<file path="src/rtl/nms3d_pkg.sv">
// Shared constants, payload types and control types of the 3D neighborhood maximum search.
`timescale 1ns / 1ps
package nms3d_pkg;

  // Axis index width and sample width of the voxel store
  localparam int AXIS_W    = 6;
  localparam int SAMPLE_W  = 16;
  localparam int MAX_REACH = 7;
  localparam int SIZE_W    = AXIS_W + 1;
  localparam int REACH_W   = 3;
  localparam int CFG_IDX_W = 3;
  localparam int CFG_DAT_W = SIZE_W;
  localparam int ADDR_W    = 3 * AXIS_W;
  localparam int AXIS_SPAN = 1 << AXIS_W;

  // Item operation codes
  typedef enum logic {
    OP_LOAD  = 1'b0,
    OP_QUERY = 1'b1
  } op_e;

  // Configuration register indexes
  typedef enum logic [CFG_IDX_W-1:0] {
    CFG_SIZE_X  = 3'd0,
    CFG_SIZE_Y  = 3'd1,
    CFG_SIZE_Z  = 3'd2,
    CFG_REACH_X = 3'd3,
    CFG_REACH_Y = 3'd4,
    CFG_REACH_Z = 3'd5
  } cfg_reg_e;

  // Controller states
  typedef enum logic [2:0] {
    ST_IDLE,
    ST_SETUP,
    ST_CENTER,
    ST_SCAN,
    ST_DRAIN,
    ST_DONE
  } state_e;

  // Input item
  typedef struct packed {
    logic                       op;
    logic [AXIS_W-1:0]          pos_x;
    logic [AXIS_W-1:0]          pos_y;
    logic [AXIS_W-1:0]          pos_z;
    logic signed [SAMPLE_W-1:0] sample;
  } in_item_t;

  // Result item
  typedef struct packed {
    logic [AXIS_W-1:0]          best_x;
    logic [AXIS_W-1:0]          best_y;
    logic [AXIS_W-1:0]          best_z;
    logic signed [SAMPLE_W-1:0] best_value;
    logic                       center_bad;
  } out_item_t;

  // Controller to datapath
  typedef struct packed {
    logic setup;
    logic rd_center;
    logic rd_scan;
    logic out_load;
  } cmd_t;

  // Datapath to controller
  typedef struct packed {
    logic bad;
    logic scan_last;
    logic out_busy;
  } sts_t;

endpackage

</file>
<file path="src/rtl/nms3d_ctrl.sv">
// Controller state machine: sequences item intake, window scan and result hand-off.
`timescale 1ns / 1ps
module nms3d_ctrl (
  input  logic              clk_i,
  input  logic              rst_ni,
  input  logic              in_valid_i,
  input  logic              in_op_i,
  output logic              in_ready_o,
  input  nms3d_pkg::sts_t   sts_i,
  output nms3d_pkg::cmd_t   cmd_o
);
  import nms3d_pkg::*;

  state_e state_q, state_d;

  // State register
  always_ff @(posedge clk_i or negedge rst_ni) begin
    if (!rst_ni) begin
      state_q <= ST_IDLE;
    end else begin
      state_q <= state_d;
    end
  end

  // Next state and commands
  always_comb begin
    state_d    = state_q;
    cmd_o      = '0;
    in_ready_o = 1'b0;
    case (state_q)
      ST_IDLE: begin
        // loads complete on acceptance; a query starts a search
        in_ready_o = 1'b1;
        if (in_valid_i && (in_op_i == OP_QUERY)) begin
          state_d = ST_SETUP;
        end
      end
      ST_SETUP: begin
        cmd_o.setup = 1'b1;
        state_d     = ST_CENTER;
      end
      ST_CENTER: begin
        if (sts_i.bad) begin
          state_d = ST_DONE;
        end else begin
          cmd_o.rd_center = 1'b1;
          state_d         = ST_SCAN;
        end
      end
      ST_SCAN: begin
        cmd_o.rd_scan = 1'b1;
        if (sts_i.scan_last) begin
          state_d = ST_DRAIN;
        end
      end
      ST_DRAIN: begin
        // last read word is compared here
        state_d = ST_DONE;
      end
      ST_DONE: begin
        if (!sts_i.out_busy) begin
          cmd_o.out_load = 1'b1;
          state_d        = ST_IDLE;
        end
      end
      default: begin
        state_d = ST_IDLE;
      end
    endcase
  end

endmodule

</file>
<file path="config.mk">
export PLATFORM = sky130hd
export DESIGN_NAME = nms3d_ctrl
export DESIGN_NICKNAME = d
export VERILOG_FILES = /design/src/rtl/nms3d_pkg.sv /design/src/rtl/nms3d_ctrl.sv
export SDC_FILE = /design/constraint.sdc
export NUM_CORES = 1
export LEC_CHECK = 0
export CORE_AREA = 2 2 39 41
export DETAILED_ROUTE_END_ITERATION = 10
export DIE_AREA = 0 0 41 43
export DONT_BUFFER_PORTS = 1
export PLACE_DENSITY_LB_ADDON = 0.12
export RECOVER_POWER = 50
export SYNTH_ARGS = -nofsm -noshare
export SYNTH_HDL_FRONTEND = slang
export SYNTH_SLANG_ARGS = --single-unit
</file>
<file path="constraint.sdc">
create_clock -name clk_i -period 2.1 [get_ports clk_i]
set_input_delay 0.105 -clock clk_i [delete_from_list [all_inputs] [get_ports clk_i]]
set_output_delay 0.105 -clock clk_i [all_outputs]
set_load 0.02 [all_outputs]
</file>
-- Yosys cells after proc, flatten, opt, wreduce, memory -nomap -nowiden
Index checks and enable logic that the tools add are counted.
- register bits after elaboration: 3
- word-level logic and storage cells: 24
- equality and inequality tests: 8
- muxes and demuxes: 12
- reduce and logical (&&, ||, !) cells: 3
- operators by type and width (kind ; number):
    one-hot mux 3 bit (6 select lines) ; 1
    two-way mux 3 bit ; 4
    two-way mux 1 bit ; 7
    == test 3 x 2 -> 1 bit, second input constant ; 2
    == test 3 bit, second input constant ; 2
    != test 2 bit, second input constant ; 3
    == test 3 x 1 -> 1 bit, second input constant ; 1
    logical NOT 3 bit ; 1
    AND reduction 3 bit ; 1
    logical AND 1 bit ; 1

-- Longest topological paths before layout
Gate-level depths: netlist (run 1).
- depth after elaboration: 3
- mapped depth: 4
- mapped depth without buffers: 3

-- Worst setup path before layout (run 1)
No wires, ideal clock.
- kind: register -> output
- from: register state_q[0]
- to: output cmd_o[2] in the netlist's numbering
- arrival time: 1.280 ns
- required time: 1.995 ns
- setup slack: 0.715 ns
- cell stages (with the launch flop): 3
- buffers on the path: 1
- path through: dfrtp_1 buf_4 nor4b_1
- RTL lines (element ; line ; text):
    start: declaration ; nms3d_ctrl.sv:14 ; state_e state_q, state_d;
    start signal: assignment ; nms3d_ctrl.sv:21 ; state_q <= state_d;
    end: declaration ; nms3d_ctrl.sv:10 ; output nms3d_pkg::cmd_t cmd_o

==> results of run 1 <==
## per-layer routing
| metal | vias up | global-route usage [%] |
|---|---|---|
| met3 | 0 | 6.806 |
| met4 | 0 | 4.000 |
| met2 | 8 | 9.375 |
| met1 | 93 | 9.740 |
| li1 | 102 | - |
| met5 | - | 0 |
## cells in the mapped netlist
master and n:
nor3_1 2, a21o_1 1, nand3_1 2, buf_6 1, nand2_2 1, inv_1 2, dfrtp_1 3, nor4b_1 1
nor2b_1 1, nor3b_1 2, o21ai_0 1, nand4b_1 1, nor2_1 1, a21oi_1 2, a211oi_2 1, a21oi_2 1
buf_4 2, a311oi_1 1
## critical path, delay by kind of cell (launching register included)
kind                   cells  cell delay [ps]
AND/OR/NAND/NOR            1              580
flip-flops                 1              480
buffers and inverters      1              130
## metrics by stage
stage	area, sq um	cells	total power [mW]
2_1_floorplan	230.2	26	0.3226
3_3_place_gp	239.0	41	0.3198
3_5_place_dp	239.0	41	0.3237
4_1_cts	275.3	46	0.4287
5_1_grt	280.3	47	0.4603
6_report	280.3	47	0.4143
## cell families (layout without fill, tap and decap cells)
group                  count (synthesis)  count (layout)  share of synthesized area, %
and+or+nand+nor                       11              11                         29.89
AOI/OAI and AO/OA                      7               7                         22.83
buffers and inverters                  5              10                         14.67
DFF                                    3               3                         32.61
## timing repair
action,4_1_cts,5_1_grt
hold endpoints to repair,3,1
hold buffers,1,1
endpoints found under the setup margin,0,0
## final cells by class
class                      instances  area share, %
clock buffer                       4          9.375
inverter                           2          2.679
multi-input combinational         18          41.52
sequential                         3          26.79
tap                               16          7.143
timing repair buffer               4          12.50
## report_power, final
part	total [mW]	internal [mW]	switching (mW)	leakage [nW]
Clock	0.0971	0.0709	0.0262	0.0150
Combinational	0.165	0.0701	0.0951	0.0619
Sequential	0.152	0.0841	0.0677	0.0378
## worst max-delay path by stage
stage | to | cells past startpoint | slack [ps] | from
5_1_grt | cmd_o[1] | 2 | 440 | state_q[0]$_DFFE_PN0P_
4_1_cts | cmd_o[1] | 2 | 540 | state_q[0]$_DFFE_PN0P_
2_1_floorplan | cmd_o[2] | 2 | 720 | state_q[0]$_DFFE_PN0P_
3_3_place_gp | cmd_o[1] | 2 | 800 | state_q[0]$_DFFE_PN0P_
3_5_place_dp | cmd_o[1] | 2 | 790 | state_q[0]$_DFFE_PN0P_
6_report | cmd_o[1] | 2 | 570 | state_q[0]$_DFFE_PN0P_
==> key figures, run 1 <==
Power
  • Worst vdd ir: 0.0003431 V
  • Lkg Pwr: 0.1147 nW
  • PwrDens: 1478 mW/mm^2

Die
  • Die Y: 43 um
  • Die Area: about 0.0018 sq mm
  • Row Count: 14
  • Num ports: 12
  • Core ar.: 0.001384 sq mm
  • Die width: 41 um
  • Initial Util: about 17%

Worst setup path
  • R2r worst-path depth: 3
  • Worst EP required: 2000 ps
  • Maximum single-stage delay on the critical path: 580 ps
  • Worst Path Arrival: ~1400 ps
  • Crit start category: flip-flop
  • Slowest cell on crit path: nor3b_1
  • Crit end category: primary output
  • Crit Path Category: flip-flop to primary output
  • R2r endpoint: state_q[0]$_DFFE_PN0P_
  • Reg2reg start: state_q[2]$_DFFE_PN0P_
  • Worst path cell trace: inv_1 -> nor3b_1
  • Reg2Reg Setup Slack: 1040 ps
  • Max FO, Critical Path: 9

Drt
  • Met2 WL: 243 um
  • Met3 routed WL: about 36 um
  • Drt first pass iters: 3
  • Vias per Instance: ~4.3
  • Top routing layer in use: met3
  • DR WL/cell: 11.32 um
  • Post-route antenna net violation count: 0
  • Via count: between 200 and 250
  • # DRC: 0
  • Initial DRC count: 1
  • M1 WL: approximately 250 um
  • Final WL: 532 um

CTS
  • Post-cts resize count: 0
  • Number of clock sinks: 3
  • Root buf cell: clkbuf_4
  • TritonCTS Buffers: 3
  • CTS clk-pin slew, worst paths: approximately 40 ps
  • Clock latency on the worst-skew pair: around 230 ps
  • Post-CTS repair timing setup buffer count: 0
  • CTS tree: done
  • H-Tree Depth: 1
  • Clk buf depth: 2

Logic synthesis
  • Total of warnings raised by yosys: 0
  • Average size of a mapped cell: roughly 8.9 sq um
  • Post-synthesis sequential area ratio: between 30 and 40%
  • Yosys top cell by area: dfrtp_1
  • Count of state elements after synthesis: 3
  • Post-synth top area share: between 30% and 40%
  • Netlist cell types: 18
  • Area contributors post-synth: dfrtp_1, buf_4, nor3b_1
  • Net Count, Synth: 33
  • Syn Inst Count: 26
  • Syn Std Cell Area: approximately 230 sq um

Hold path
  • Hold depth: 2
  • Worst hold path type: input pin to flip-flop
  • Min-Delay Startpoint: sts_i[1]
  • Worst Hold Endpoint: state_q[2]$_DFFE_PN0P_

Timing
  • Final setup violation count: 0
  • Setup TNS: 0 ps
  • Slew @ Worst Pin: between 600 and 700 ps
  • Max Transition Viols Final: 0
  • RSZ-0062 raised after global routing: false
  • Max-Slew Margin vs Limit: 56.11%
  • Peak Freq: roughly 660 MHz
  • Fin crit share: between 70% and 80%
  • Final setup margin: 573.9 ps
  • Hold Slack: around 48 ps
  • Final hold violations: 0
  • Worst setup skew after layout: 2.448 ps
  • Post-route minimum period: 1526 ps

Placement
  • Count of port buffers added during placement: 0
  • DP Worst Slack: roughly 790 ps
  • DPL Wire Length: 389.1 um
  • GP Congestion: 0.7424

Layout
  • P&R area growth vs syn: 21.74%
  • Top reg by flops: state_q
  • Fillers: roughly 150
  • Sequential Area: about 75 sq um
  • Share of cells above drive strength 1: roughly 23%
  • Largest register FFs: 3
  • N_diodes: 0
  • Area of the multi-input gates: 116.4 sq um
  • Commonest cells after routing, fill and taps aside: clkbuf_4, dfrtp_1
  • Fin nets: 39
  • Final core utilization: about a fifth
  • Largest registers: state_q x3

GRT
  • Vias in the first global route: 203
  • Largest net degree at the start of global routing: 12
  • Antenna violations before repair: 0
  • Grt total ovfl: 0
  • First-pass GRT wire length: 876 um
  • Overall routing resource usage: around 8.0%

Flow run
  • MaxCap Viol Count: 0

Outcome
  • Status: finished clean
Note: power is estimated with default switching activity, not from simulation.
==> inputs of run 2 (changes only) <==
- clock period: 2.1 -> 1.5 ns (I/O delays scaled with it)
==> key figures, run 2 (synthesis gave the netlist of run 1 again) <==
Worst setup path
  • Max FO, Critical Path: 11 (+2)
  • Crit end category: primary output
  • Worst path cell trace: nor2b_1 -> nor3b_1 -> buf_4
  • Crit start category: flip-flop
  • Crit Path Category: flip-flop to primary output
  • Slowest cell on crit path: dfrtp_1
  • Worst path bufs/invs: 1 (unchanged)
  • Worst Path Arrival: 1310 ps (-110 ps)
  • Maximum single-stage delay on the critical path: 490 ps (-90 ps)
  • Worst EP required: 1420 ps (-580 ps)
  • Top delay family on crit path: flip-flops

Power
  • Worst vdd ir: 0.0004601 V (+34%)
  • Lkg Pwr: 0.1299 nW (+13%)
  • PwrDens: 2142 mW/mm^2 (+45%)

Hold path
  • Worst hold path type: input pin to flip-flop

Layout
  • Fillers: 163 (+7.2%)
  • Largest register FFs: 3 (unchanged)
  • Final core utilization: 22.33% (+2.1 points)
  • Largest registers: state_q x3
  • Fin nets: 42 (+7.7%)
  • Top reg by flops: state_q
  • Most common cell after layout, fill and taps aside: buf_4
  • P&R area growth vs syn: 34.24%
  • N_diodes: 0 (unchanged)
  • Share of cells above drive strength 1: 35.29% (+13 points)
  • Area of the multi-input gates: 121.4 sq um (+4.3%)
  • Sequential Area: 76.32 sq um (+1.7%)
  • Commonest cells after routing, fill and taps aside: buf_4, clkbuf_4
  • Final Cell Area: 309.0 sq um (+10%)

GRT
  • Overall routing resource usage: 8.165% (+0.21 points)
  • Antenna violations before repair: 0 (unchanged)
  • Vias in the first global route: 217 (+6.9%)
  • First-pass GRT wire length: 890 um (+1.6%)
  • Grt total ovfl: 0 (unchanged)
  • Largest net degree at the start of global routing: 12 (unchanged)

Flow run
  • MaxCap Viol Count: 0 (unchanged)

Die
  • Row Count: 14 (unchanged)
  • Core ar.: 0.001384 sq mm (unchanged)
  • Num ports: 12 (unchanged)
  • Initial Util: 16.64% (unchanged)
  • Die Y: 43 um (unchanged)
  • Die Area: 0.001763 sq mm (unchanged)
  • Die width: 41 um (unchanged)

Drt
  • Vias per Instance: 4.360 (+0.95%)
  • Post-route antenna net violation count: 0 (unchanged)
  • Top routing layer in use: met4
  • M1 WL: 225 um (-10%)
  • Initial DRC count: 1 (unchanged)
  • Met2 WL: 260 um (+7.0%)
  • Final WL: 553 um (+3.9%)
  • Drt first pass iters: 2 (-1)
  • Met3 routed WL: 46 um (+28%)
  • Via count: 218 (+7.4%)
  • DR WL/cell: 11.06 um (-2.3%)
  • # DRC: 0 (unchanged)

CTS
  • Root buf cell: clkbuf_4
  • TritonCTS Buffers: 3 (unchanged)
  • CTS clk-pin slew, worst paths: 40 ps (about the same)
  • H-Tree Depth: 1 (unchanged)
  • Post-CTS repair timing setup buffer count: 0 (unchanged)
  • Number of clock sinks: 3 (unchanged)
  • CTS tree: done
  • Clk buf depth: 2 (unchanged)
  • Clock latency on the worst-skew pair: 240 ps (about the same)

Timing
  • Max-Slew Margin vs Limit: 76.48% (+20 points)
  • Max Transition Viols Final: 0 (unchanged)
  • Slew @ Worst Pin: 352.8 ps (-300.5 ps)
  • Peak Freq: slightly above 700 MHz
  • Final setup violation count: 0 (unchanged)
  • Post-route minimum period: ~1400 ps
  • Final hold violations: 0 (unchanged)
  • Fin crit share: around 90%
  • Setup TNS: 0 ps (unchanged)
  • RSZ-0062 raised after global routing: false
  • Worst setup skew after layout: 4.164 ps (+1.716 ps)

Placement
  • Count of port buffers added during placement: 0 (unchanged)
  • GP Congestion: 0.6874 (-7.4%)
  • DPL Wire Length: 377.3 um (-3.0%)
  • Post-place instance area: 261.5 sq um (+9.4%)

Outcome
  • Status: finished clean
==> run 2: routing by layer <==
| metal | GRT usage (%) | vias up |
|---|---|---|
| met2 | 9.688 | 9 |
| met5 | 0 | - |
| met3 | 4.712 | 2 |
| met4 | 10.00 | 0 |
| li1 | - | 108 |
| met1 | 8.469 | 99 |
==> run 2: metrics by stage <==
| stage | hold WS, ps | setup WS (ps) | power (mW) | std cells |
|---|---|---|---|---|
| finish | 13.12 | 117.7 | 0.6621 | 50 |
| global route | 7.881 | 36.12 | 0.7074 | 50 |
| CTS | 13.76 | 30.98 | 0.6663 | 50 |
| detailed placement | -220.5 | 303.3 | 0.5074 | 44 |
| global placement | -220.5 | 337.8 | 0.5035 | 44 |
| floorplan | -220.6 | 145.4 | 0.4516 | 26 |
==> run 2: path summary, 6_finish.rpt <==
path                                               end                   start  slack, ps  depth (start not counted)
worst max-delay path                          cmd_o[0]  state_q[1]$_DFFE_PN0P_        120                          3
worst min register to register  state_q[1]$_DFFE_PN0P_  state_q[2]$_DFFE_PN0P_        590                          1
min in group asynchronous       state_q[1]$_DFFE_PN0P_                  rst_ni         80                          1
worst min-delay path            state_q[2]$_DFFE_PN0P_                sts_i[1]         10                          2
worst max register to register  state_q[2]$_DFFE_PN0P_  state_q[0]$_DFFE_PN0P_        410                          3
max in group asynchronous       state_q[2]$_DFFE_PN0P_                  rst_ni       1260                          1
==> run 2: final cells by class <==
cell class                 count  area share [%]
multi-input combinational     18           39.27
sequential                     3           24.70
timing repair buffer           7           18.62
clock buffer                   4           8.502
tap                           16           6.478
inverter                       2           2.429
==> run 2: where the power goes <==
group	leakage [nW]	internal (mW)	total, mW	switching, mW
Clock	0.0150	0.100	0.147	0.0471
Sequential	0.0364	0.120	0.227	0.108
Combinational	0.0785	0.146	0.288	0.141
Total	0.130	0.366	0.662	0.296
==> run 2: worst reg2reg max path: stages (launching register included) <==
cell     delay (ps)
dfrtp_1         520
inv_1           140
o21ai_0         200
nand3_1         100
==> run 2: what timing repair did <==
| item | CTS | global route |
|---|---|---|
| hold endpoints to repair | 4 | 0 |
| hold buffers | 2 | 0 |
| resized for setup | 0 | 1 |
| endpoints found under the setup margin | 0 | 1 |
==> inputs of run 3 (changes only) <==
- clock period: 1.5 -> 1.25 ns (I/O delays scaled with it)
==> key figures, run 3 (synthesis gave the netlist of run 1 again) <==
Layout
  • P&R area growth vs syn: 78.80%
  • Commonest cells after routing, fill and taps aside: buf_4, clkbuf_4, dlygate4sd3_1
  • Most common cell after layout, fill and taps aside: buf_4
  • Share of cells above drive strength 1: 60.47% (+25 points)
  • N_diodes: 0 (unchanged)
  • Top reg by flops: state_q
  • Final core utilization: 29.75% (+7.4 points)
  • Area of the multi-input gates: 148.9 sq um (+23%)
  • Fin nets: 51 (+21%)
  • Sequential Area: 77.57 sq um (+1.6%)
  • Largest register FFs: 3 (unchanged)
  • Fillers: 155 (-4.9%)
  • Largest registers: state_q x3

Worst setup path
  • Max FO, Critical Path: 6 (-5)
  • Crit start category: flip-flop
  • Worst EP required: 1190 ps (-230 ps)
  • Crit end category: primary output
  • Crit Path Category: flip-flop to primary output
  • Worst Path Arrival: 1150 ps (-160 ps)

CTS
  • Clock latency on the worst-skew pair: 230 ps (about the same)
  • Clk buf depth: 2 (unchanged)
  • TritonCTS Buffers: 3 (unchanged)
  • Number of clock sinks: 3 (unchanged)
  • Root buf cell: clkbuf_4
  • CTS clk-pin slew, worst paths: 40 ps (about the same)
  • CTS tree: done
  • H-Tree Depth: 1 (unchanged)

Die
  • Die Area: 0.001763 sq mm (unchanged)
  • Die width: 41 um (unchanged)
  • Die Y: 43 um (unchanged)
  • Initial Util: 16.64% (unchanged)
  • Row Count: 14 (unchanged)
  • Num ports: 12 (unchanged)
  • Core ar.: 0.001384 sq mm (unchanged)

Power
  • Overall power: 1.022 mW (+54%)
  • PwrDens: 2482 mW/mm^2 (+16%)
  • Worst vdd ir: 0.0006170 V (+34%)
  • Lkg Pwr: 0.1812 nW (+39%)

Timing
  • Max Transition Viols Final: 0 (unchanged)
  • Post-route minimum period: roughly 1200 ps
  • Hold Slack: 8.854 ps (-4.267 ps)
  • Setup TNS: 0 ps (unchanged)
  • Worst setup skew after layout: 1.129 ps (-3.035 ps)
  • Max-Slew Margin vs Limit: 86.12% (+9.6 points)
  • Peak Freq: 826.3 MHz
  • RSZ-0062 raised after global routing: true
  • Fin crit share: a little over nine tenths
  • Final hold violations: 0 (unchanged)
  • Slew @ Worst Pin: 206.8 ps (-146.1 ps)
  • Final setup violation count: 0 (unchanged)

GRT
  • Grt total ovfl: 0 (unchanged)
  • Largest net degree at the start of global routing: 10 (-2)
  • Antenna violations before repair: 0 (unchanged)
  • Overall routing resource usage: 9.869% (+1.7 points)
  • First-pass GRT wire length: 1.104 mm (+24%)
  • Vias in the first global route: 246 (+13%)

Placement
  • Count of port buffers added during placement: 0 (unchanged)
  • DPL Wire Length: 410.7 um (+8.9%)
  • GP Congestion: 0.7167 (+4.3%)

Drt
  • DR WL/cell: 11.71 um (+5.9%)
  • Drt first pass iters: 2 (unchanged)
  • Via count: 258 (+18%)
  • Vias per Instance: 4.373 (+0.30%)
  • Post-route antenna net violation count: 0 (unchanged)
  • # DRC: 0 (unchanged)
  • Initial DRC count: 1 (unchanged)
  • Final WL: 691 um (+25%)

Flow run
  • MaxCap Viol Count: 0 (unchanged)

Hold path
  • Worst hold path type: input pin to flip-flop

Outcome
  • Status: finished clean
run 3: cell types whose count changed in the layout (fill, tap and decap cells not counted), sizes merged:
cell / delta
dlygate4sd3: +1
buf: +8
run 3: path summary, 6_finish.rpt:
kind                                         from                endpoint  slack [ps]  cells past startpoint
min reg2reg                state_q[1]$_DFFE_PN0P_  state_q[2]$_DFFE_PN0P_         680                      3
max reg2reg                state_q[2]$_DFFE_PN0P_  state_q[0]$_DFFE_PN0P_         150                      5
min in group asynchronous                  rst_ni  state_q[2]$_DFFE_PN0P_          80                      1
min                                      sts_i[0]  state_q[2]$_DFFE_PN0P_           9                      2
max                        state_q[0]$_DFFE_PN0P_                cmd_o[2]          40                      2
max in group asynchronous                  rst_ni  state_q[0]$_DFFE_PN0P_        1010                      1
run 3: critical path, stage by stage, from the launching register on:
cell and delay, ps:
dfrtp_2 460, nor4b_4 280, buf_4 180
run 3: final cells by class:
class	instances	share of cell area, %
multi-input combinational	18	36.17
timing repair buffer	16	31.91
sequential	3	18.84
clock buffer	4	6.383
tap	16	4.863
inverter	2	1.824
run 3: power breakdown:
part | total [mW] | internal [mW] | switching, mW
logic | 0.622 | 0.336 | 0.287
registers | 0.227 | 0.149 | 0.0782
clock network | 0.172 | 0.120 | 0.0527
run 3: layer usage:
layer / global-route usage, % / wire length [um] / vias to the layer above
li1: - / - / 127
met5: 0 / 0 / -
met2: 12.50 / 392 / 5
met4: 8.000 / 13 / 0
met1: 12.01 / 264 / 124
met3: 4.712 / 21 / 2
run 3: repair_timing:
item | CTS | global route
gates resized for setup | 4 | 4
setup buffers | 5 | 2
setup endpoints to repair | 4 | 4
pin swaps | 0 | 1
endpoints found under the hold margin | 5 | 0
hold buffers | 3 | 0
run 3: stage by stage:
stage	instance area [sq um]	std cells	worst slack, ps
global placement	275.3	45	174.9
CTS	380.4	57	6.989
global route	411.6	59	-3.209
floorplan	236.5	26	130.4
finish	411.6	59	39.79
detailed placement	275.3	45	155.6
